**config.mk**
```make
export PLATFORM = sky130hd
export DESIGN_NAME = psd_hist_mem
export DESIGN_NICKNAME = d
export VERILOG_FILES = /design/src/hw/rtl/psd_pkg.sv /design/src/hw/rtl/psd_hist_mem.sv
export SDC_FILE = /design/constraint.sdc
export NUM_CORES = 2
export LEC_CHECK = 0
export BUFFER_PORTS_ARGS = -buffer_cell sky130_fd_sc_hd__buf_2
export CAP_MARGIN = 25
export CORE_UTILIZATION = 56
export DETAILED_ROUTE_END_ITERATION = 12
export GPL_ROUTABILITY_DRIVEN = 0
export HOLD_SLACK_MARGIN = 0.05
export PLACE_DENSITY = 0.86
export SLEW_MARGIN = 20
export SYNTH_ARGS = -nofsm -noshare
export SYNTH_HDL_FRONTEND = slang
export SYNTH_SLANG_ARGS = --single-unit
```
**constraint.sdc**
```tcl
create_clock -name clk -period 4.2 [get_ports clk]
set_input_delay 0.21 -clock clk [delete_from_list [all_inputs] [get_ports clk]]
set_output_delay 0.21 -clock clk [all_outputs]
set_load 0.05 [all_outputs]
```
**src/hw/rtl/psd_pkg.sv**
```systemverilog
`timescale 1ns / 1ps
package psd_pkg;
  localparam int HistDepth = 32;
  localparam int CoordBits = 20;
  localparam int IdxW = $clog2(HistDepth);
  localparam int CntW = $clog2(HistDepth + 1);
  localparam int DiffW = CoordBits + 1;
  localparam int SqW = 2 * DiffW + 1;
  localparam int RootW = (SqW + 1) / 2;
  localparam int DistW = RootW + IdxW + 1;
  localparam logic [DistW-1:0] MinDiag = DistW'(1600);
  localparam int Tol = 16;
  localparam int EntW = 2 * CoordBits + 32;

  localparam logic CFG_WINDOW = 1'b0;
  localparam logic CFG_SENS = 1'b1;
  localparam logic CMD_CLEAR = 1'b1;

  typedef struct packed {
    logic             start;
    logic [SqW-1:0]   radicand;
  } sqrt_req_t;

  typedef struct packed {
    logic             done;
    logic [RootW-1:0] root;
  } sqrt_rsp_t;
endpackage

```
**src/hw/rtl/psd_hist_mem.sv**
```systemverilog
`timescale 1ns / 1ps
module psd_hist_mem import psd_pkg::*; (
  input  logic            clk,
  input  logic            we,
  input  logic [IdxW-1:0] waddr,
  input  logic [EntW-1:0] wdata,
  input  logic [IdxW-1:0] raddr,
  output logic [EntW-1:0] rdata
);
  logic [EntW-1:0] mem [HistDepth];

  always_ff @(posedge clk) begin
    if (we) begin
      mem[waddr] <= wdata;
    end
    rdata <= mem[raddr];
  end
endmodule

```
==> run summary <==
placed wire-length estimate: 116000 µm
Setup violations, final: 0
core box area: 158000 µm²
crit end category: flip-flop
die area: 161000 µm²
top cells by area, synth: edfxtp_1 (78%), mux4_2 (7.5%), mux2i_1 (6.3%)
area growth from synthesis to layout: 13.6%
critical path class: input port to flip-flop
most common cell after layout, fill and taps aside: edfxtp_1
max frequency: 465 MHz
first-pass GRT wire length: 344000 µm
Netlist cell types: 32
synthesized area: 89100 µm²
CTS Hold Bufs: 72
clk root buf: clkbuf_16
Die X: 401 µm
Largest stage delay, worst path: 0.70 ns
via count: 48.2k
CP cell instances: buf_2 > and2_4 > buf_4 > a22oi_1 > a31oi_1 > nand3_1
DRC: 0
clock period minus worst slack: 2.15 ns
Max-Slew Margin vs Limit: 23.7%
most frequent cells in the layout: edfxtp_1 (2304), mux2i_1 (560), a22oi_1 (367)
Hold Vio Cnt, Final: 0
Yosys Warn Count: 0
critical path's slowest cell: buf_2
clock network fraction of total power: 40.7%
Yosys top cell area share: 77.6%
#FFs+latches synth: 2376
CTS Buffer Depth: 3
Pleak: 33.3 nW
Tcrit/Tclk final: 51.2%
NetSw: 0.0109 W
worst clock skew: 0.0343 ns
Reg2Reg Depth: 4
reg2reg end: rdata[6]
Sink Count: 2376
final-report max-slew violation count: 0
post-synthesis average cell area: 21.2 µm²
Post-CTS Setup Bufs: 0
Int Pwr: 0.0385 W
part of the Yosys area used for sequential elements: 79.3%
initial antenna violation count: 24
grt total ovfl: 0
Max-cap violations: 0
initial core utilization: 56.3%
Worst VDD drop: 350 µV
total track usage: 29.9%
clock latency on the worst-skew pair: 0.88 ns
hold path endpoint: rdata[21]
# nets final: 4640
register share of total power: 53.7%
Post-Place Worst Slack: 1.33 ns
# resized after CTS: 0
Row Count: 146
PD cells: 488 nW/µm²
initial DRC count: 8707
Worst R2R Start: mem[14][6]
final setup margin: 2.05 ns
internal reg-to-reg setup slack: 2.13 ns
Hold Startpoint: raddr[3]
Antenna Nets Post-Route: 0
Vias/cell: 7.06
I/O Buffers: 155
CTS tree: yes
Reg clk slew, reported paths: 0.06 ns
Die Height: 401 µm
combinational power share: 5.5%
WHS Path Cells: 4
Net Sw Frac: 22.0%
Post-Syn Nets: 4292
Syn Inst Count: 4208
Worst-Margin Slew: 1.15 ns
kind of start point of the critical path: input port
Pre-antenna DRT Iters: 6
vias in the first global route: 49.3k
setup tns final: 0 ns
RSZ-0062 raised after global routing: false
largest net degree at the start of global routing: 92
status: finished clean
WP data required: 4.92 ns
hold crit path type: input port to flip-flop
io pins: 156
share of cells above drive strength 1: 20.4%
DRT Wirelength: 243000 µm
CP Max Fanout: 33
CTS buffer count: 215
WL/cell: 35.6 µm
cell taking the most area after synthesis: edfxtp_1
H-tree Lvls: 4
crit path DAT: 2.87 ns
[registers in the layout, indices dropped and copies added (netlist names)]
signal  cells
rdata      72
mem      2304
[cell usage after synthesis]
library cell,instances
edfxtp_1,2304
mux2i_1,560
a22oi_1,367
mux4_2,296
nand3_1,138
clkbuf_1,100
buf_2,81
dfxtp_1,72
a22o_1,45
a31oi_1,39
nor2_1,39
buf_6,28
nand4_1,27
buf_4,21
nor2b_1,19
and2_1,9
nand2_1,9
buf_1,7
a21oi_1,6
a221oi_1,6
o211ai_1,6
o21ai_0,6
nand3b_1,5
nor3_1,3
or3b_2,3
a2bb2oi_1,2
and2_0,2
and3_1,2
and3b_1,2
nor2_2,2
nor3b_2,1
or3_1,1
[worst max path at each step]
stage / startpoint / to / cells after the start
final: raddr[4] / rdata[0] / 6
after global routing: raddr[0] / rdata[7] / 6
after CTS: raddr[0] / rdata[7] / 6
after detailed placement: raddr[0] / rdata[31] / 6
after global placement: raddr[0] / rdata[7] / 6
after floorplan: waddr[1] / mem[12][0] / 3
[worst max-delay path: cells and delay by family]
family | cells | cell delay (ns)
AND/OR/NAND/NOR | 2 | 0.84
AO/OA/AOI/OAI | 2 | 0.46
buffers and inverters | 2 | 1.27
[through the flow]
| stage | total power (W) | cells | hold slack [ns] | utilization (%) | instance area [µm²] |
|---|---|---|---|---|---|
| 6_report | 0.0494 | 6828 | 0.184 | 64.0 | 101000 |
| 5_1_grt | 0.0504 | 6823 | 0.165 | 64.0 | 101000 |
| 4_1_cts | 0.0493 | 6817 | 0.112 | 64.0 | 101000 |
| 3_5_place_dp | 0.0296 | 6337 | 0.647 | 59.0 | 93300 |
| 3_3_place_gp | 0.0295 | 6337 | 0.592 | 59.0 | 93300 |
| 2_1_floorplan | 0.0285 | 4208 | 0.309 | - | 89100 |
[logic make-up after synthesis]
logic type | after synthesis | share of synthesized area [%]
DFF | 2376 | 79.3
muxes | 856 | 13.8
buffers and inverters | 237 | 1.44
AOI/OAI and AO/OA | 477 | 4.00
and+or+nand+nor | 262 | 1.53
[power groups by stage]
stage | combinational (W) | sequential (W) | clock, W
global route | 0.00281 | 0.0266 | 0.0210
floorplan | 0.00124 | 0.0273 | 0
CTS | 0.00268 | 0.0265 | 0.0201
detailed placement | 0.00255 | 0.0270 | 0
global placement | 0.00245 | 0.0270 | 0
finish | 0.00273 | 0.0265 | 0.0201
[final cells by class]
cell class / count / area (µm²)
clock buffer: 294 / 5950
tap: 2072 / 2590
fill: 9460 / 57000
clock inverter: 114 / 1250
multi-input combinational: 1595 / 17500
sequential: 2376 / 70600
antenna: 9 / 22.5
timing repair buffer: 368 / 3260
[layer usage]
| metal | share of wire (%) | routed length (µm) | vias up | global-route usage [%] |
|---|---|---|---|---|
| met1 | 32 | 78500 | 24100 | 38.4 |
| met5 | 0.084 | 203 | - | 0 |
| met3 | 15 | 36700 | 930 | 8.75 |
| met4 | 5.1 | 12500 | 30 | 14.4 |
| li1 | - | - | 18300 | - |
| met2 | 47 | 115000 | 4830 | 47.3 |
Note: power is estimated with default switching activity, not from simulation.
