$ cat src/hw/rtl/psd_pkg.sv
`timescale 1ns / 1ps
package psd_pkg;
  localparam int HistDepth = 32;
  localparam int CoordBits = 20;
  localparam int IdxW = $clog2(HistDepth);
  localparam int CntW = $clog2(HistDepth + 1);
  localparam int DiffW = CoordBits + 1;
  localparam int SqW = 2 * DiffW + 1;
  localparam int RootW = (SqW + 1) / 2;
  localparam int DistW = RootW + IdxW + 1;
  localparam logic [DistW-1:0] MinDiag = DistW'(1600);
  localparam int Tol = 16;
  localparam int EntW = 2 * CoordBits + 32;

  localparam logic CFG_WINDOW = 1'b0;
  localparam logic CFG_SENS = 1'b1;
  localparam logic CMD_CLEAR = 1'b1;

  typedef struct packed {
    logic             start;
    logic [SqW-1:0]   radicand;
  } sqrt_req_t;

  typedef struct packed {
    logic             done;
    logic [RootW-1:0] root;
  } sqrt_rsp_t;
endpackage

$ cat src/hw/rtl/psd_sqrt.sv
`timescale 1ns / 1ps
module psd_sqrt import psd_pkg::*; (
  input  logic      clk,
  input  logic      rst_n,
  input  sqrt_req_t req,
  output sqrt_rsp_t rsp
);
  localparam int RemW = RootW + 2;
  localparam int StepW = $clog2(RootW + 1);

  logic [SqW:0]       rad_r, rad_nxt;
  logic [RemW-1:0]    rem_r, rem_nxt;
  logic [RootW-1:0]   root_r, root_nxt;
  logic [StepW-1:0]   step_r, step_nxt;
  logic               busy_r, busy_nxt, done_r, done_nxt;
  logic [RemW-1:0]    trial;
  logic [RemW-1:0]    shifted;

  // one root bit per cycle, restoring method
  always_comb begin
    shifted  = {rem_r[RemW-3:0], rad_r[SqW:SqW-1]};
    trial    = {root_r, 2'b01};
    rad_nxt  = rad_r;
    rem_nxt  = rem_r;
    root_nxt = root_r;
    step_nxt = step_r;
    busy_nxt = busy_r;
    done_nxt = 1'b0;
    if (req.start) begin
      rad_nxt  = {1'b0, req.radicand};
      rem_nxt  = '0;
      root_nxt = '0;
      step_nxt = StepW'(RootW);
      busy_nxt = 1'b1;
    end else if (busy_r) begin
      rad_nxt = {rad_r[SqW-2:0], 2'b00};
      if (shifted >= trial) begin
        rem_nxt  = shifted - trial;
        root_nxt = {root_r[RootW-2:0], 1'b1};
      end else begin
        rem_nxt  = shifted;
        root_nxt = {root_r[RootW-2:0], 1'b0};
      end
      step_nxt = step_r - 1'b1;
      if (step_r == StepW'(1)) begin
        busy_nxt = 1'b0;
        done_nxt = 1'b1;
      end
    end
  end

  always_ff @(posedge clk) begin
    if (!rst_n) begin
      busy_r <= 1'b0;
      done_r <= 1'b0;
      step_r <= '0;
    end else begin
      busy_r <= busy_nxt;
      done_r <= done_nxt;
      step_r <= step_nxt;
    end
    rad_r  <= rad_nxt;
    rem_r  <= rem_nxt;
    root_r <= root_nxt;
  end

  assign rsp.done = done_r;
  assign rsp.root = root_r;
endmodule

$ cat config.mk
export PLATFORM = sky130hd
export DESIGN_NAME = psd_sqrt
export DESIGN_NICKNAME = d
export VERILOG_FILES = /design/src/hw/rtl/psd_pkg.sv /design/src/hw/rtl/psd_sqrt.sv
export SDC_FILE = /design/constraint.sdc
export NUM_CORES = 1
export LEC_CHECK = 0
export ABC_AREA = 1
export BUFFER_PORTS_ARGS = -buffer_cell sky130_fd_sc_hd__buf_4
export CORE_ASPECT_RATIO = 1.25
export CORE_MARGIN = 3
export CORE_UTILIZATION = 40
export CTS_CLUSTER_DIAMETER = 40
export CTS_CLUSTER_SIZE = 12
export DETAILED_ROUTE_END_ITERATION = 8
export HOLD_SLACK_MARGIN = 0.15
export PLACE_DENSITY_LB_ADDON = 0.3
export REMOVE_ABC_BUFFERS = 1
export SLEW_MARGIN = 15
export SYNTH_ARGS = -nofsm -noshare
export SYNTH_HDL_FRONTEND = slang
export SYNTH_SLANG_ARGS = --single-unit
export TNS_END_PERCENT = 1
$ cat constraint.sdc
create_clock -name clk -period 6.1 [get_ports clk]
set_input_delay 1.22 -clock clk [delete_from_list [all_inputs] [get_ports clk]]
set_output_delay 1.22 -clock clk [all_outputs]
set_load 0.005 [all_outputs]
==> flow_summary.rst, run 1 <==
.. list-table::
   :header-rows: 1

   * - Metric
     - Value
   * - Status
     - completed
   * - Mapped cell area
     - 5590 um2
   * - RR Startpoint
     - root_r[9]
   * - Design internal power
     - 1.49 mW
   * - Antenna cell count
     - 0
   * - Cell depth of the worst flop-to-flop path
     - 13
   * - Pre-CTS setup slack
     - 2.74 ns
   * - Mean routed wirelength per cell
     - 13.1 um
   * - Register-to-register setup slack
     - 3.44 ns
   * - Post-synth cell types
     - 41
   * - Clk Latency, worst-skew pair
     - 0.35 ns
   * - Core Area
     - 13,500 um2
   * - Worst Setup Path Type
     - in -> reg
   * - Destination of the worst hold path
     - rad_r[43]
   * - Sequential cell fraction of total power
     - 30.0%
   * - Count of standard-cell rows
     - 47
   * - Worst rel slew slack
     - 38.2%
   * - Period Utilization, post-route
     - 49.2%
   * - Final-stage net count
     - 913
   * - Iteration-0 DRC count of the detailed router
     - 232
   * - Pin count of the biggest net entering global routing
     - 63
   * - Drc violations
     - 0
   * - Number of antenna violations at the first check in global routing
     - 0
   * - Net Sw Power
     - 1.07 mW
   * - Finished Cell Area
     - 6540 um2
   * - Worst R2R End
     - rem_r[13]
   * - Overall Global Routing Usage
     - 17.4%
   * - Max Slew Vio Count
     - 0
   * - Tightest Hold Check Type
     - reg -> reg
   * - Area of all sequential standard cells
     - 2330 um2
   * - Worst Setup Slack, final
     - 3.10 ns
   * - Count of TritonRoute iterations in the first routing pass
     - 4
   * - Final routed wirelength across all metal layers
     - 13.3 mm
   * - Critical Path Sink Type
     - flop
   * - TritonCTS clock tree
     - done
   * - Detailed Place HPWL
     - 9.63 mm
   * - Wire length of the first global-routing pass
     - 22.0 mm
   * - Clock Power Share
     - 24.4%
   * - Number of standard cells after synthesis
     - 782
   * - Synthesized flop and latch total
     - 95
   * - Worst-case clock skew
     - 0.00853 ns
   * - Sequential element share of the synthesized area
     - 41.7%
   * - Clock buffer count from CTS
     - 9
   * - Leakage component of the power
     - 3.30 nW
   * - H-tree level count
     - 3
   * - Register clock-pin slew on the reported worst setup and hold paths
     - 0.07 ns
   * - Hold violation count in the final report
     - 0
   * - Number of vias after detailed routing
     - 4,936
   * - Setup crit start kind
     - input pin
   * - Unrepaired setup endpoints after global routing
     - false
   * - TNS Setup
     - 0 ns
   * - Area grow syn2layout
     - 17.0%
   * - Measured slew at the worst slew-check pin
     - 0.926 ns
   * - Multi-input combinational cell area
     - 2690 um2
   * - CP Data Required Time
     - 6.09 ns
   * - Remaining global-route overflow
     - 0
   * - Final number of setup-violating endpoints
     - 0
   * - Cell at the root of the clock tree
     - sky130_fd_sc_hd__clkbuf_16
   * - Highest Clock Rate
     - 333 MHz
   * - Full die area
     - 15,400 um2
   * - Final hold slack
     - 0.457 ns
   * - Clock Sink Count
     - 95
   * - Cell Pwr Density
     - 392 nW/um2
   * - Post-CTS sizing
     - 0
   * - Initial Util
     - 41.5%
   * - Die span in x
     - 112 um
   * - Cell area reported after detailed placement
     - 6210 um2
   * - Max capacitance violation total
     - 0
   * - Remaining antenna violation count
     - 0
   * - Share of power burned in combinational logic
     - 45.6%
   * - Hold Path Cell Cnt
     - 2
   * - Number of global-route vias before repair
     - 4,651
   * - Setup fix buffers added after clock tree synthesis
     - 0
   * - Data arrival time of the critical path
     - 2.99 ns
   * - Boundary Pins
     - 69
   * - Maximum VDD drop
     - 256 uV
   * - Fraction of final layout cells sized beyond drive strength 1
     - 15.2%
   * - Clock buffer depth
     - 2
   * - Mean area per synthesized cell
     - 7.15 um2
   * - Shortest period the worst path allows
     - 3.00 ns
   * - Critical path fanouts, max
     - 62
   * - Number of fill cells in the layout
     - 1,372
   * - Worst hold start
     - rad_r[41]
   * - Routability congestion estimate
     - 0.940
   * - Ys Warns
     - 0
   * - Number of port buffers
     - 68
   * - Sw Share
     - 41.8%
   * - Chip height
     - 138 um
   * - Via density
     - 4.85
   * - Cts-stage hold buffer count
     - 0
==> cells by family after synthesis <==
| group | count (synthesis) | synth area share [%] |
|---|---|---|
| flops | 95 | 41.7 |
| compound gates | 66 | 7.32 |
| fa+ha+maj | 26 | 5.82 |
| buf+inv | 142 | 10.2 |
| xor+xnor | 8 | 1.25 |
| simple gates | 445 | 33.7 |
==> cell usage after synthesis (all sizes together) <==
cell | count | area, um2
a211oi | 1 | 7.51
a21boi | 1 | 7.51
a21o | 1 | 7.51
a21oi | 24 | 139
a221oi | 1 | 8.76
a31oi | 1 | 6.26
buf | 9 | 68.8
clkbuf | 13 | 48.8
clkinv | 2 | 8.75
dfxtp | 52 | 1040
edfxtp | 43 | 1290
ha | 26 | 325
inv | 118 | 443
nand2 | 314 | 1210
nand3 | 39 | 240
nand4 | 8 | 65.1
nor2 | 77 | 329
nor3 | 6 | 30.0
o211ai | 2 | 15.0
o21ai | 10 | 57.6
o21bai | 2 | 15.0
o22ai | 22 | 138
o31ai | 1 | 7.51
or2 | 1 | 6.26
xnor2 | 2 | 17.5
xor2 | 6 | 52.6
==> critical path, stage by stage <==
cell and delay (ns):
sky130_fd_sc_hd__buf_4 0.54, sky130_fd_sc_hd__nor2_2 0.19, sky130_fd_sc_hd__inv_2 0.39, sky130_fd_sc_hd__buf_4 0.57
==> placed cells by master, fill, tap and decap left out, types with 5 or more instances in the layout <==
cell type                   count
sky130_fd_sc_hd__nand2_1      302
sky130_fd_sc_hd__inv_1        115
sky130_fd_sc_hd__buf_4         70
sky130_fd_sc_hd__nor2_1        69
sky130_fd_sc_hd__dfxtp_1       52
sky130_fd_sc_hd__edfxtp_1      43
sky130_fd_sc_hd__nand3_1       30
sky130_fd_sc_hd__ha_1          26
sky130_fd_sc_hd__o22ai_1       22
sky130_fd_sc_hd__a21oi_1       19
sky130_fd_sc_hd__nand2_2       11
sky130_fd_sc_hd__nand3_2        9
sky130_fd_sc_hd__clkbuf_16      9
sky130_fd_sc_hd__nand4_1        7
sky130_fd_sc_hd__nor3_1         6
sky130_fd_sc_hd__xor2_1         6
sky130_fd_sc_hd__a21oi_2        5
==> final cells by class <==
cell class / count / share of cell area [%]
Timing Repair Buffer: 70 / 8.04
Clock buffer: 9 / 3.44
Sequential cell: 95 / 35.7
Clock inverter: 7 / 1.57
Multi-Input combinational cell: 545 / 41.1
Inverter: 120 / 6.91
Tap cell: 171 / 3.27
==> sequential cells by signal (all words and copies together), names as in the netlist <==
register and cells:
rem_r 22, step_r 5, busy_r 1, done_r 1, root_r 22, rad_r 44
==> power by group through the flow <==
stage	Sequential, mW	Combinational (mW)	Clock (mW)
after global routing	0.776	1.33	0.663
after floorplan	0.776	0.886	0
after detailed placement	0.784	1.16	0
final	0.770	1.17	0.627
after global placement	0.782	1.16	0
after CTS	0.770	1.17	0.641
==> worst max path at each step <==
stage	slack, ns	start	to
2_1_floorplan	2.84	req[43]	rad_r[0]
3_3_place_gp	2.78	req[43]	rad_r[25]
3_5_place_dp	2.74	req[43]	rad_r[25]
4_1_cts	3.10	req[43]	rad_r[25]
5_1_grt	2.97	req[43]	rad_r[19]
6_report	3.10	req[43]	rad_r[25]
==> metal layers <==
metal  wire length (um)  GRT usage (%)  up-vias  part of all wire [%]
met4                341           6.85        0                   2.6
met2               6560           30.1      129                    49
met5                  0              0        -                     0
met1               5680           21.2     2206                    43
met3                708           3.28       23                   5.3
li1                   -              -     2578                     -
==> per-stage QoR <==
step / utilization, % / power, mW / instances
after floorplan: - / 1.66 / 760
after global placement: 46.1 / 1.94 / 1001
after detailed placement: 46.1 / 1.94 / 1001
after CTS: 48.6 / 2.58 / 1017
after global routing: 48.6 / 2.77 / 1017
final: 48.6 / 2.57 / 1017
Note: power is estimated with default switching activity, not from simulation.
==> inputs of run 2 (changes only) <==
--- a/config.mk
+++ b/config.mk
@@ -5,7 +5,7 @@
 export SDC_FILE = /design/constraint.sdc
 export NUM_CORES = 1
 export LEC_CHECK = 0
-export ABC_AREA = 1
+export ABC_AREA = 0
 export BUFFER_PORTS_ARGS = -buffer_cell sky130_fd_sc_hd__buf_4
 export CORE_ASPECT_RATIO = 1.25
 export CORE_MARGIN = 3
==> constraint.sdc (replaced) <==
create_clock -name clk -period 2.4 [get_ports clk]
set_input_delay 0.48 -clock clk [delete_from_list [all_inputs] [get_ports clk]]
set_output_delay 0.48 -clock clk [all_outputs]
set_load 0.005 [all_outputs]
==> flow_summary.rst, run 2 <==
.. list-table::
   :header-rows: 1

   * - Metric
     - Value
   * - Status
     - completed
   * - Clock buffer count from CTS
     - 9 (unchanged)
   * - Max Slew Vio Count
     - 0 (unchanged)
   * - Cell at the root of the clock tree
     - sky130_fd_sc_hd__clkbuf_16
   * - Worst-path cell chain
     - inv_1, ha_4, a21o_1, a211o_4, nor4b_4, a211oi_4, buf_6, clkbuf_16, buf_4, nand3_1, o211ai_1
   * - Commonest non-fill, non-tap cells in the layout
     - 121 x sky130_fd_sc_hd__buf_4, 48 x sky130_fd_sc_hd__nor2_1, 47 x sky130_fd_sc_hd__dfxtp_1
   * - Slowest-stage cell, CP
     - sky130_fd_sc_hd__a211o_4
   * - Number of standard cells after synthesis
     - 514 (-34%)
   * - Largest register FFs
     - 44 (unchanged)
   * - Iteration-0 DRC count of the detailed router
     - 209 (-9.9%)
   * - TritonCTS clock tree
     - done
   * - Worst Setup Slack, final
     - 0.0651 ns (-3.04 ns)
   * - Layout Utilization
     - 53.0% (+4.4 points)
   * - Worst hold start
     - rst_n
   * - Clock Sink Count
     - 95 (unchanged)
   * - Finished Cell Area
     - 6740 um2 (+3.1%)
   * - Top FF cell, synth
     - sky130_fd_sc_hd__dfxtp_1
   * - Shortest period the worst path allows
     - 2.33 ns
   * - Wire length of the first global-routing pass
     - 19.8 mm (-9.8%)
   * - Count of TritonRoute iterations in the first routing pass
     - 5 (+1)
   * - Mean area per synthesized cell
     - 10.2 um2 (+42%)
   * - CP Data Required Time
     - 2.62 ns (-3.47 ns)
   * - RR Startpoint
     - root_r[19]
   * - Tightest Hold Check Type
     - in -> reg
   * - Async SR Flop Fraction
     - 0% (unchanged)
   * - Worst Setup Path Type
     - reg -> reg
   * - Critical Path Max Stage Delay
     - 0.35 ns (-0.22 ns)
   * - H-tree level count
     - 3 (unchanged)
   * - TNS Setup
     - 0 ns (unchanged)
   * - Most frequently used cell type in the post-synthesis netlist
     - sky130_fd_sc_hd__dfxtp_1
   * - Data arrival time of the critical path
     - 2.56 ns (-0.43 ns)
   * - Die span in x
     - 108 um (-3.2%)
   * - Detailed Place HPWL
     - 8.46 mm (-12%)
   * - Mean routed wirelength per cell
     - 14.9 um (+14%)
   * - Total buffers and inverters traversed by the critical path
     - 4 (+1)
   * - Worst-case clock skew
     - 0.00655 ns (-0.00198 ns)
   * - Biggest register
     - rad_r
   * - Post-synth top area share
     - 24.7% (+1.6 points)
   * - Post-synth cell types
     - 55 (+34%)
   * - Most common cell after layout, fill and taps aside
     - sky130_fd_sc_hd__buf_4
   * - Final hold slack
     - 0.398 ns (-0.0588 ns)
   * - Cell types with the highest counts after synthesis
     - 52 x sky130_fd_sc_hd__dfxtp_1, 50 x sky130_fd_sc_hd__nor2_1, 43 x sky130_fd_sc_hd__edfxtp_1
   * - Measured slew at the worst slew-check pin
     - 0.412 ns (-0.514 ns)
   * - Clk Latency, worst-skew pair
     - 0.34 ns (about the same)
   * - Final routed wirelength across all metal layers
     - 11.9 mm (-11%)
   * - Cell Pwr Density
     - 1180 nW/um2 (+200%)
   * - Register clock-pin slew on the reported worst setup and hold paths
     - 0.07 ns (about the same)
   * - Cts-stage hold buffer count
     - 0 (unchanged)
   * - Pre-CTS setup slack
     - 0.0506 ns (-2.69 ns)
   * - Full die area
     - 14,500 um2 (-6.2%)
   * - Launch point of the worst path
     - root_r[19]
   * - Synthesized flop and latch total
     - 95 (unchanged)
   * - Boundary Pins
     - 69 (unchanged)
   * - Fraction of final layout cells sized beyond drive strength 1
     - 34.6% (+19 points)
   * - Pin count of the biggest net entering global routing
     - 69 (+9.5%)
   * - Critical Path Sink Type
     - flop
   * - Uppermost layer routed
     - met4
   * - Routed wl met2
     - 6.00 mm (-8.5%)
   * - Sequential element share of the synthesized area
     - 44.6% (+2.9 points)
   * - Cell area reported after detailed placement
     - 6230 um2 (+0.24%)
   * - Detail Route met3 WL
     - 667 um (-5.8%)
   * - Worst rel slew slack
     - 72.3% (+34 points)
   * - Drc violations
     - 0 (unchanged)
   * - Routability congestion estimate
     - 0.897 (-4.6%)
   * - Critical path fanouts, max
     - 8 (-87%)
   * - Count of standard-cell rows
     - 46 (-2.1%)
   * - Period Utilization, post-route
     - 97.3%
   * - Clock buffer depth
     - 2 (unchanged)
   * - Max capacitance violation total
     - 0 (unchanged)
   * - Remaining global-route overflow
     - 0 (unchanged)
   * - Top post-synthesis cells by area
     - sky130_fd_sc_hd__edfxtp_1 25%, sky130_fd_sc_hd__dfxtp_1 20%, sky130_fd_sc_hd__mux2_2 8.8%
   * - Unrepaired setup endpoints after global routing
     - true
   * - Leakage component of the power
     - 2.77 nW (-16%)
   * - Crit-path leading delay family
     - compound AO/OA/AOI/OAI gates
   * - Area grow syn2layout
     - 29.1%
   * - Number of flops mapped to enable cells by yosys
     - 43 (unchanged)
   * - Library cell with the largest summed area after synthesis
     - sky130_fd_sc_hd__edfxtp_1
   * - Antenna cell count
     - 0 (unchanged)
   * - Mapped cell area
     - 5220 um2 (-6.6%)
   * - Via density
     - 5.25 (+8.1%)
   * - Highest Clock Rate
     - 428 MHz
   * - Final-stage net count
     - 694 (-24%)
   * - Core Area
     - 12,700 um2 (-5.5%)
   * - Remaining antenna violation count
     - 0 (unchanged)
   * - Number of port buffers
     - 68 (unchanged)
   * - Met1 Wirelength
     - 4.80 mm (-16%)
   * - Hold violation count in the final report
     - 0 (unchanged)
   * - Setup crit start kind
     - flop
   * - Number of vias after detailed routing
     - 4,171 (-15%)
   * - Overall Global Routing Usage
     - 16.7% (-0.69 points)
   * - Number of antenna violations at the first check in global routing
     - 0 (unchanged)
   * - Number of global-route vias before repair
     - 4,412 (-5.1%)
   * - Largest registers
     - rad_r: 44 flops, rem_r: 22 flops, root_r: 22 flops
   * - Ys Warns
     - 0 (unchanged)
   * - Chip height
     - 134 um (-3.2%)
   * - Maximum VDD drop
     - 510 uV (+99%)
   * - Final number of setup-violating endpoints
     - 0 (unchanged)
   * - Initial Util
     - 41.1% (-0.44 points)
-- run 2: changes by cell type in the layout (fill, tap and decap cells not counted), moves of 10 or more --
cell	before	now
sky130_fd_sc_hd__nand2_1	302	40
sky130_fd_sc_hd__o22ai_1	22	1
sky130_fd_sc_hd__mux2i_1	0	32
sky130_fd_sc_hd__buf_4	70	121
sky130_fd_sc_hd__nand3_1	30	8
sky130_fd_sc_hd__xnor2_1	2	12
sky130_fd_sc_hd__mux2_2	0	41
sky130_fd_sc_hd__nor2_1	69	48
sky130_fd_sc_hd__inv_1	115	30
-- run 2: metal layers --
layer,GRT usage (%),vias up
li1,-,2062
met1,18.6,1973
met2,29.4,104
met3,4.85,32
met4,6.67,0
met5,0,-
-- run 2: per-stage QoR --
step | total power [mW] | cells
after floorplan | 5.43 | 485
after global placement | 5.80 | 773
after detailed placement | 5.89 | 773
after CTS | 7.22 | 789
after global routing | 8.46 | 795
final | 7.93 | 795
-- run 2: power breakdown --
part	switching (mW)	leakage [nW]	total, mW	internal, mW
clock	0.602	0.126	1.30	0.698
combinational	2.19	1.78	4.56	2.37
sequential	0.149	0.860	2.07	1.92
total	2.94	2.77	7.93	4.99
-- run 2: layout make-up --
class	instances	area [um2]
inverters	30	113
multi-input cells	360	2820
well taps	168	210
repair buffers	126	996
fillers	1149	5980
clock buffers	10	229
flip-flops and latches	95	2340
clock inverters	6	36.3
-- run 2: repair_timing --
action                     CTS  global route
hold endpoints to repair     0             0
setup endpoints to repair    0            17
gates resized for setup      0            39
setup buffers                0             5
-- run 2: worst paths after layout --
kind,end,slack [ns],depth (start not counted)
worst max-delay path,rem_r[5],0.07,11
worst min-delay path,busy_r,0.40,2
worst max register to register,rem_r[5],0.07,11
worst min register to register,rem_r[10],0.51,2
-- run 2: logic make-up after synthesis --
logic type / Yosys count / share of synthesized area [%]
flip-flops: 95 / 44.6
buffers and inverters: 59 / 4.72
AND/OR/NAND/NOR: 138 / 12.5
multiplexers: 74 / 15.2
AO/OA/AOI/OAI: 101 / 13.2
XOR/XNOR: 21 / 3.52
adder cells (fa/ha/maj): 26 / 6.23
-- run 2: worst register-to-register path, stage by stage (launching register included) --
cell and delay [ns]:
sky130_fd_sc_hd__dfxtp_2 0.33, sky130_fd_sc_hd__inv_1 0.07, sky130_fd_sc_hd__ha_4 0.25, sky130_fd_sc_hd__a21o_1 0.18, sky130_fd_sc_hd__a211o_4 0.35, sky130_fd_sc_hd__nor4b_4 0.33
sky130_fd_sc_hd__a211oi_4 0.11, sky130_fd_sc_hd__buf_6 0.15, sky130_fd_sc_hd__clkbuf_16 0.16, sky130_fd_sc_hd__buf_4 0.14, sky130_fd_sc_hd__nand3_1 0.06, sky130_fd_sc_hd__o211ai_1 0.09
==> inputs of run 3 (changes only) <==
--- a/config.mk
+++ b/config.mk
@@ -5,7 +5,7 @@
 export SDC_FILE = /design/constraint.sdc
 export NUM_CORES = 1
 export LEC_CHECK = 0
-export ABC_AREA = 0
+export ABC_AREA = 1
 export BUFFER_PORTS_ARGS = -buffer_cell sky130_fd_sc_hd__buf_4
 export CORE_ASPECT_RATIO = 1.25
 export CORE_MARGIN = 3
==> flow_summary.rst, run 3 (same netlist as run 1, synthesis figures left out) <==
.. list-table::
   :header-rows: 1

   * - Metric
     - Value
   * - Clock buffer depth
     - 2 (unchanged)
   * - Critical Path Max Stage Delay
     - 0.37 ns (+0.02 ns)
   * - Remaining antenna violation count
     - 0 (unchanged)
   * - Largest register FFs
     - 44 (unchanged)
   * - Detailed Place HPWL
     - 10.2 mm (+20%)
   * - Global-route layer with the greatest usage
     - met2
   * - Biggest register
     - rad_r
   * - Layout Utilization
     - 48.9% (-4.1 points)
   * - Max Slew Vio Count
     - 0 (unchanged)
   * - Iteration-0 DRC count of the detailed router
     - 208 (-0.48%)
   * - Chip height
     - 138 um (+3.3%)
   * - Period Utilization, post-route
     - 91.2% (-6.0 points)
   * - Overall Global Routing Usage
     - 18.0% (+1.3 points)
   * - Count of standard-cell rows
     - 47 (+2.2%)
   * - Unrepaired setup endpoints after global routing
     - false
   * - GR Layer Usage met2
     - 31.6% (+2.2 points)
   * - Setup crit start kind
     - flop
   * - Status
     - completed
   * - Clk Latency, worst-skew pair
     - 0.35 ns (about the same)
   * - Area grow syn2layout
     - 17.9%
   * - Number of fill cells in the layout
     - 1,377 (+20%)
   * - Fraction of final layout cells sized beyond drive strength 1
     - 16.2% (-18 points)
   * - Global Route met1 Usage
     - 21.5% (+2.9 points)
   * - Total buffers and inverters traversed by the critical path
     - 1 (-3)
   * - Final routed wirelength across all metal layers
     - 13.6 mm (+14%)
   * - Max capacitance violation total
     - 0 (unchanged)
   * - Critical Path Sink Type
     - flop
   * - Mean routed wirelength per cell
     - 13.2 um (-11%)
   * - Boundary Pins
     - 69 (unchanged)
   * - Wire length of the first global-routing pass
     - 22.7 mm (+15%)
   * - Worst-path cell chain
     - inv_1, ha_1, a21oi_1, nand2_1, nand2_1, nand2_1, nand2_2, nand4_4, nor2_4, nand2_1, nand2_1, nor2_1, nor2_1
   * - Worst Setup Path Type
     - reg -> reg
   * - Number of antenna violations at the first check in global routing
     - 0 (unchanged)
   * - Highest Clock Rate
     - 457 MHz (+6.6%)
   * - Largest registers
     - rad_r: 44 flops, rem_r: 22 flops, root_r: 22 flops
   * - Share of power burned in combinational logic
     - 47.7% (-9.8 points)
   * - Net Sw Power
     - 2.82 mW (-4.2%)
   * - TritonCTS clock tree
     - done
   * - Worst-case clock skew
     - 0.00875 ns (+0.00220 ns)
   * - Maximum VDD drop
     - 519 uV (+1.9%)
   * - Crit-path leading delay family
     - simple AND/OR/NAND/NOR gates
   * - Die span in x
     - 112 um (+3.3%)
   * - Finished Cell Area
     - 6590 um2 (-2.2%)
   * - Via density
     - 4.72 (-10%)
   * - Data arrival time of the critical path
     - 2.47 ns (-0.09 ns)
   * - Most common cell after layout, fill and taps aside
     - sky130_fd_sc_hd__nand2_1
   * - Drc violations
     - 0 (unchanged)
   * - Critical path fanouts, max
     - 9 (+1)
   * - Hold violation count in the final report
     - 0 (unchanged)
   * - Antenna cell count
     - 0 (unchanged)
   * - Worst rel slew slack
     - 50.6% (-22 points)
   * - Met3 Use GR
     - 3.50% (-1.4 points)
   * - Placed Cells incl. Taps
     - 1,009 (+31%)
   * - Commonest non-fill, non-tap cells in the layout
     - 302 x sky130_fd_sc_hd__nand2_1, 115 x sky130_fd_sc_hd__inv_1, 77 x sky130_fd_sc_hd__buf_4
   * - Shortest period the worst path allows
     - 2.19 ns (-0.145 ns)
   * - Final standard cell count with taps included and fillers excluded
     - 1,025 (+29%)
   * - Remaining global-route overflow
     - 0 (unchanged)
   * - Number of vias after detailed routing
     - 4,841 (+16%)
   * - Initial Util
     - 41.5% (+0.44 points)
   * - Clock Sink Count
     - 95 (unchanged)
   * - Register clock-pin slew on the reported worst setup and hold paths
     - 0.07 ns (about the same)
   * - Routability congestion estimate
     - 0.963 (+7.3%)
   * - Design internal power
     - 3.67 mW (-27%)
   * - Clock Power Share
     - 22.2% (+5.8 points)
   * - Leakage component of the power
     - 3.33 nW (+20%)
   * - Final-stage net count
     - 921 (+33%)
   * - Core Area
     - 13,500 um2 (+5.9%)
   * - Cell Pwr Density
     - 984 nW/um2 (-16%)
   * - Cell area reported after detailed placement
     - 6280 um2 (+0.92%)
   * - Sw Share
     - 43.5% (+6.4 points)
   * - Number of global-route vias before repair
     - 4,790 (+8.6%)
   * - Cell at the root of the clock tree
     - sky130_fd_sc_hd__clkbuf_16
   * - H-tree level count
     - 3 (unchanged)
   * - Measured slew at the worst slew-check pin
     - 0.740 ns (+0.328 ns)
   * - Cell repeated most along the worst path
     - sky130_fd_sc_hd__nand2_1
   * - Full die area
     - 15,400 um2 (+6.7%)
   * - Final number of setup-violating endpoints
     - 0 (unchanged)
   * - Number of port buffers
     - 68 (unchanged)
   * - CP Data Required Time
     - 2.68 ns (+0.06 ns)
   * - Clock buffer count from CTS
     - 9 (unchanged)
   * - Count of TritonRoute iterations in the first routing pass
     - 4 (-1)
   * - Slowest-stage cell, CP
     - sky130_fd_sc_hd__ha_1
   * - Sequential cell fraction of total power
     - 30.1% (+4.0 points)
   * - Pin count of the biggest net entering global routing
     - 59 (-14%)
   * - Tightest Hold Check Type
     - in -> reg
## run 3: changes by cell type in the layout (fill, tap and decap cells not counted), sizes merged, moves of 21 or more
cell / change
nand2: +272
mux2i: -33
nand3: +31
mux2: -41
nor2: +27
o22ai: +21
inv: +91
buf: -47
## run 3: path summary, 6_finish.rpt
kind	from	end	slack, ns	cells past startpoint
max reg2reg	root_r[9]	rem_r[17]	0.21	13
max	root_r[9]	rem_r[17]	0.21	13
min	rst_n	step_r[2]	0.37	3
min reg2reg	rad_r[41]	rad_r[43]	0.47	2
## run 3: per-layer routing
metal	routed length (um)	part of all wire [%]
met1	5800	43
met2	6800	50
met3	650	4.8
met4	318	2.3
met5	0	0
## run 3: final cells by class
| type | instances | area, um2 | area share (%) |
|---|---|---|---|
| Timing Repair Buffer | 78 | 598 | 9.07 |
| Tap cell | 171 | 214 | 3.25 |
| Clock buffer | 9 | 225 | 3.42 |
| Multi-Input combinational cell | 545 | 2700 | 40.9 |
| Inverter | 120 | 452 | 6.85 |
| Clock inverter | 7 | 73.8 | 1.12 |
| Sequential cell | 95 | 2330 | 35.4 |
## run 3: metrics by stage
step	total power [mW]	hold slack, ns	setup TNS, ns	setup slack [ns]
after floorplan	4.23	0.422	-20.34	-0.325
after global placement	5.02	0.436	0	0.266
after detailed placement	5.04	0.467	0	0.256
after CTS	6.51	0.368	0	0.213
after global routing	7.03	0.387	0	0.0165
final	6.48	0.373	0	0.210
## run 3: power groups by stage
stage | clock network [mW] | registers [mW] | logic (mW)
final | 1.44 | 1.95 | 3.09
after global routing | 1.55 | 1.97 | 3.51
after CTS | 1.49 | 1.95 | 3.07
after detailed placement | 0 | 1.99 | 3.05
after global placement | 0 | 1.99 | 3.03
after floorplan | 0 | 1.97 | 2.25
## run 3: worst min-delay path: cells and delay by family
| family | cells | cell delay, ns |
|---|---|---|
| buffers and inverters | 2 | 0.14 |
| AO/OA/AOI/OAI | 1 | 0.06 |
## run 3: repair_timing
action                                 4_1_cts  5_1_grt
buffers inserted                             0        0
gates resized for setup                      0        2
endpoints found under the hold margin        0        0
hold buffers                                 0        0
setup endpoints to repair                    0        4
